`src/rtl/okt_pkg.sv`:
```
// okt_pkg: shared types and constants for the ordered key table.
// Field widths, operation and status codes, controller states, cell control word.
// No dependencies.
package okt_pkg;

    localparam int DEPTH_DEF = 64;
    localparam int FUNC_W    = 2;
    localparam int KEY_W     = 32;
    localparam int VAL_W     = 64;
    localparam int CNT_W     = 7;
    localparam int ST_W      = 2;

    localparam logic [CNT_W-1:0] CAP_RESET = CNT_W'(64);

    typedef enum logic [FUNC_W-1:0] {
        OP_ADD = 2'd0,
        OP_DEL = 2'd1,
        OP_UPD = 2'd2,
        OP_GET = 2'd3
    } func_t;

    typedef enum logic [ST_W-1:0] {
        ST_OK      = 2'd0,
        ST_FULL    = 2'd1,
        ST_DUP     = 2'd2,
        ST_MISSING = 2'd3
    } status_t;

    typedef enum logic [1:0] {
        S_IDLE  = 2'd0,
        S_SCAN  = 2'd1,
        S_APPLY = 2'd2
    } state_t;

    // Broadcast to every cell of the chain.
    typedef struct packed {
        logic shift;   // cells at or above shift_from take their upper neighbor
        logic load;    // the cell at load_idx takes the load word
    } cell_ctl_t;

endpackage

```
`src/rtl/okt_cell.sv`:
```
// okt_cell: one entry of the table chain, a key and a value register.
// Takes its upper neighbor on a shift or a new word on a load.
// Depends on okt_pkg.
module okt_cell
    import okt_pkg::*;
#(
    parameter int IDX_W = 6,
    parameter int INDEX = 0
)
(
    input  logic                    clk,
    input  cell_ctl_t               ctl,
    input  logic [IDX_W-1:0]        shift_from,
    input  logic [IDX_W-1:0]        load_idx,
    input  logic signed [KEY_W-1:0] load_key,
    input  logic [VAL_W-1:0]        load_value,
    input  logic signed [KEY_W-1:0] nxt_key,
    input  logic [VAL_W-1:0]        nxt_value,
    output logic signed [KEY_W-1:0] key_q,
    output logic [VAL_W-1:0]        value_q
);

    localparam logic [IDX_W-1:0] MY_IDX = IDX_W'(INDEX);

    logic signed [KEY_W-1:0] key_reg;
    logic signed [KEY_W-1:0] key_next;
    logic [VAL_W-1:0]        value_reg;
    logic [VAL_W-1:0]        value_next;

    always_comb
    begin
        key_next   = key_reg;
        value_next = value_reg;
        if (ctl.shift && (MY_IDX >= shift_from))
        begin
            key_next   = nxt_key;
            value_next = nxt_value;
        end
        else if (ctl.load && (MY_IDX == load_idx))
        begin
            key_next   = load_key;
            value_next = load_value;
        end
    end

    always_ff @(posedge clk)
    begin
        key_reg   <= key_next;
        value_reg <= value_next;
    end

    assign key_q   = key_reg;
    assign value_q = value_reg;

endmodule

```
`config.mk`:
```
export PLATFORM = sky130hd
export DESIGN_NAME = okt_cell
export DESIGN_NICKNAME = d
export VERILOG_FILES = /design/src/rtl/okt_pkg.sv /design/src/rtl/okt_cell.sv
export SDC_FILE = /design/constraint.sdc
export NUM_CORES = 1
export LEC_CHECK = 0
export ABC_CLOCK_PERIOD_IN_PS = 21100
export BUFFER_PORTS_ARGS = -buffer_cell sky130_fd_sc_hd__buf_2
export CAP_MARGIN = 5
export CORE_AREA = 2 2 117 119
export CTS_CLUSTER_DIAMETER = 40
export DETAILED_ROUTE_END_ITERATION = 10
export DIE_AREA = 0 0 119 121
export PLACE_DENSITY = 0.67
export SLEW_MARGIN = 20
export SYNTH_ARGS = -nofsm -noshare
export SYNTH_HDL_FRONTEND = slang
export SYNTH_SLANG_ARGS = --single-unit
```
`constraint.sdc`:
```
create_clock -name clk -period 21.1 [get_ports clk]
set_input_delay 6.33 -clock clk [delete_from_list [all_inputs] [get_ports clk]]
set_output_delay 6.33 -clock clk [all_outputs]
set_load 0.02 [all_outputs]
```
* Word level (Yosys, flattened, before mapping)
Index checks and enable logic that the tools add are counted.
W data, S select, Z words.
** Cells by class
- Muxes and demuxes :: 4
- $lt $le $gt $ge :: 1
- Reduce and logical (&&, ||, !) cells :: 4
** Operators by type and width (number)
- $mux W64 :: 2
- $mux W32 :: 2
- $ge A1 B6 Y1 const A :: 1
- $logic_not A6 Y1 :: 1
- $logic_and A1 B1 Y1 :: 2
- $reduce_bool A2 Y1 :: 1
** Storage, ports and cells
- Bits in registers :: 96
- Bits of input ports :: 207

* Depth between registers and ports, before layout
- Word-level depth :: 4
- Depth in mapped cells :: 5
- Mapped depth without buffers :: 3

* Least setup slack after synthesis
Ideal clock, no wire load.
- Kind :: input to register
- Start point :: input port load_idx[2]
- End point :: register key_reg[0], in the netlist key_q[0], enable pin
- Cell stages on the path :: 2
- Arrival :: 16.658 ns
- Slack :: 3.628 ns
- Cells stage by stage :: or4b_2 o41ai_1
** On the way
- Longest elaborated chain between the ends :: 3
** RTL lines
- from (decl) :: line okt_cell.sv:14 : input logic [IDX_W-1:0] load_idx,
- $logic_not A6 Y1 :: line okt_cell.sv:39 : else if (ctl.load && (MY_IDX == load_idx))
- $logic_and A1 B1 Y1 :: line okt_cell.sv:39
- $reduce_bool A2 Y1 (no line)
- to (signal assigned) :: line okt_cell.sv:48 : key_reg <= key_next;
- to (decl) :: line okt_cell.sv:25 : logic signed [KEY_W-1:0] key_reg;
No other way between the ends.
A chain may end at the register's enable or synchronous reset.

* Final worst setup path
- Start point :: input port shift_from[1]
- End point :: register value_reg[4], in the netlist value_q[4] (data pin)
** On the way
- Longest elaborated chain between the ends :: 3
** RTL lines
- from (decl) :: line okt_cell.sv:13 : input logic [IDX_W-1:0] shift_from,
- $ge A1 B6 Y1 :: line okt_cell.sv:34 : if (ctl.shift && (MY_IDX >= shift_from))
- $logic_and A1 B1 Y1 :: line okt_cell.sv:34
- $mux W64 :: line okt_cell.sv:34
- net value_next[4] :: line okt_cell.sv:28 : logic [VAL_W-1:0] value_next;
- to (signal assigned) :: line okt_cell.sv:49 : value_reg <= value_next;
- to (decl) :: line okt_cell.sv:27 : logic [VAL_W-1:0] value_reg;
The timed path passes the listed nets, and every way through them passes these cells.

==> results.json <==
{
  "tns_ps": 0,
  "avgSynthCellArea_sq_um": 20.2,
  "end_kind": "flip-flop",
  "cts_resized": 0,
  "cts_tree": "built",
  "synth_cell_types": 11,
  "peakVddDrop_mv": 0.0305,
  "finalHoldViolCount": 0,
  "grt_max_degree": 97,
  "relSlewSlack_pct": 40.6,
  "routedWlPerCell_microns": 15.0,
  "final.min_clock_period_ps": 8220,
  "die_h_microns": 121,
  "synth_cells": 207,
  "viasPerCell": 4.38,
  "numCtsBuffers": 9,
  "n_antenna_cell": 0,
  "clock_sinks": 96,
  "setup_viol": 0,
  "hold_slack_ps": 6290,
  "async_flop_share_pct": 0,
  "grt_first_pass_wirelength_microns": 15300,
  "synthesis.area_sq_um": 4180,
  "yosys.area.top_type": "edfxtp_1",
  "drtIter0Drc": 126,
  "synth_edf_count": 96,
  "cpPeakStageDelay_ps": 680,
  "rsz0062_at_grt": "no",
  "portBuffers": 302,
  "stdcell_count": 691,
  "clockBufferDepth": 2,
  "htreeDepth": 3,
  "crit_type": "input port to flip-flop",
  "wirelength_microns": 10400,
  "crit_family": "buffers and inverters",
  "ys_ff_latch": 96,
  "rows": 42,
  "ys_seq_area_share_pct": 69.0,
  "areaGrowthSynthToFinish_pct": 48.2,
  "synth_top_area_share_pct": 69.0,
  "critPathArrivalTime_ps": 8300,
  "leakage_nw": 2.79,
  "cp_common_cell": "buf_4",
  "multi_input_area_sq_um": 1250,
  "min_to": "key_q[23]",
  "cp_num_buf_inv": 3,
  "maxCapViolCount": 0,
  "first_pass_iters": 4,
  "cpMaxStageDelayCell": "buf_4",
  "grt_pass1_vias": 3060,
  "die_w_microns": 119,
  "post_cts_buffers": 0,
  "core_area_sq_um": 13100,
  "hp-class": "input port to flip-flop",
  "tightest_slew_ps": 892,
  "synth_most_common_cell": "edfxtp_1",
  "synthesis.nets": 414,
  "top_level_ports": 303,
  "hpwl_microns": 8110,
  "hold-path-cell-count": 2,
  "ctsHoldBuffers": 0,
  "powerDensity_nw_per_um2": 67.1,
  "outcome": "finished, final reports clean",
  "dieArea_sq_um": 14400,
  "route.detailed.drc": 0,
  "crit_chain": "buf_2, nor2_1, nand3_4, buf_4, buf_4, mux2_2",
  "synth_flop_cell": "edfxtp_1",
  "antenna_found_initial": 0,
  "synth_common_cells": "edfxtp_1 (96), mux2_2 (67), mux2_4 (29)",
  "start_util_pct": 31.9,
  "detail-route-antenna-nets": 0,
  "drive_above_1_share_pct": 81.2,
  "synth_warnings": 0,
  "path_max_fanout": 53,
  "vias": 3027,
  "ys_top_cells_by_area": "edfxtp_1 (69%), mux2_2 (18%), mux2_4 (10%)",
  "fmaxAchievable_ghz": 0.122,
  "layout.nets": 720,
  "cts.clk_slew.worst_paths_ps": 60,
  "track_usage_pct": 14.0,
  "cp-start-kind": "input port",
  "worstHoldStart": "load_key[23]",
  "min_period_over_period_pct": 39.0,
  "dp.cells": 678,
  "grt-ovfl-total": 0,
  "crit_required_ps": 21180,
  "seqCellArea_sq_um": 2880,
  "maxSlewViolCount": 0,
  "nFillCells": 1151,
  "cts-root-buf": "clkbuf_16",
  "gp_congestion": 0.749
}
==> logic make-up (layout without fill, tap and decap cells) <==
family	Yosys count	in the layout	synth area share [%]
AOI/OAI and AO/OA	1	1	0.210
muxes	96	96	28.5
and+or+nand+nor	4	4	0.749
DFF	96	96	69.0
buffers and inverters	10	318	1.50
==> flip-flops by register name (all words and copies together) (netlist names) <==
signal	count
key_q	32
value_q	64
==> through the flow <==
stage	worst slack, ps	power, W	cell area [sq um]	utilization (%)
2_1_floorplan	3630	0.000233	4180	-
3_3_place_gp	12430	0.000254	5890	45.0
6_report	12880	0.000415	6190	47.3
3_5_place_dp	12370	0.000255	5890	45.0
4_1_cts	12740	0.000421	6180	47.3
5_1_grt	12730	0.000430	6190	47.3
==> routing by layer <==
| metal | global-route usage [%] | up-vias | wire length [microns] | share of wire (%) |
|---|---|---|---|---|
| met3 | 4.37 | 11 | 978 | 9.4 |
| li1 | - | 1428 | - | - |
| met2 | 25.4 | 185 | 5440 | 52 |
| met5 | 0 | - | 0 | 0 |
| met1 | 15.0 | 1403 | 3790 | 36 |
| met4 | 6.32 | 0 | 181 | 1.7 |
==> layout make-up <==
class,count,share of cell area [%]
repair buffers,305,24.8
flip-flops and latches,96,46.6
clock buffers,9,3.64
well taps,176,3.56
clock inverters,4,1.17
multi-input cells,101,20.2
==> report_power, final <==
part	switching, W	internal [W]
combinational	0.0000135	0.0000239
clock	0.0000631	0.000102
sequential	0.000000563	0.000213
==> cells in the final DEF, fill, tap and decap left out, types with 2 or more instances in the layout <==
master and instances:
edfxtp_1 96, mux2_2 67, clkbuf_16 9, mux2_4 29, buf_2 302, buf_4 2, bufinv_16 2
==> how the worst max path moves through the flow <==
stage	startpoint	endpoint	slack [ps]	cells past startpoint
after detailed placement	load_idx[2]	value_q[12]	12370	4
after floorplan	load_idx[2]	key_q[0]	3630	2
after global routing	shift_from[1]	value_q[56]	12730	6
after global placement	load_idx[2]	value_q[25]	12430	4
final	shift_from[1]	value_q[4]	12880	6
after CTS	load_idx[2]	value_q[26]	12740	4
(Power assumes the default switching activity.)
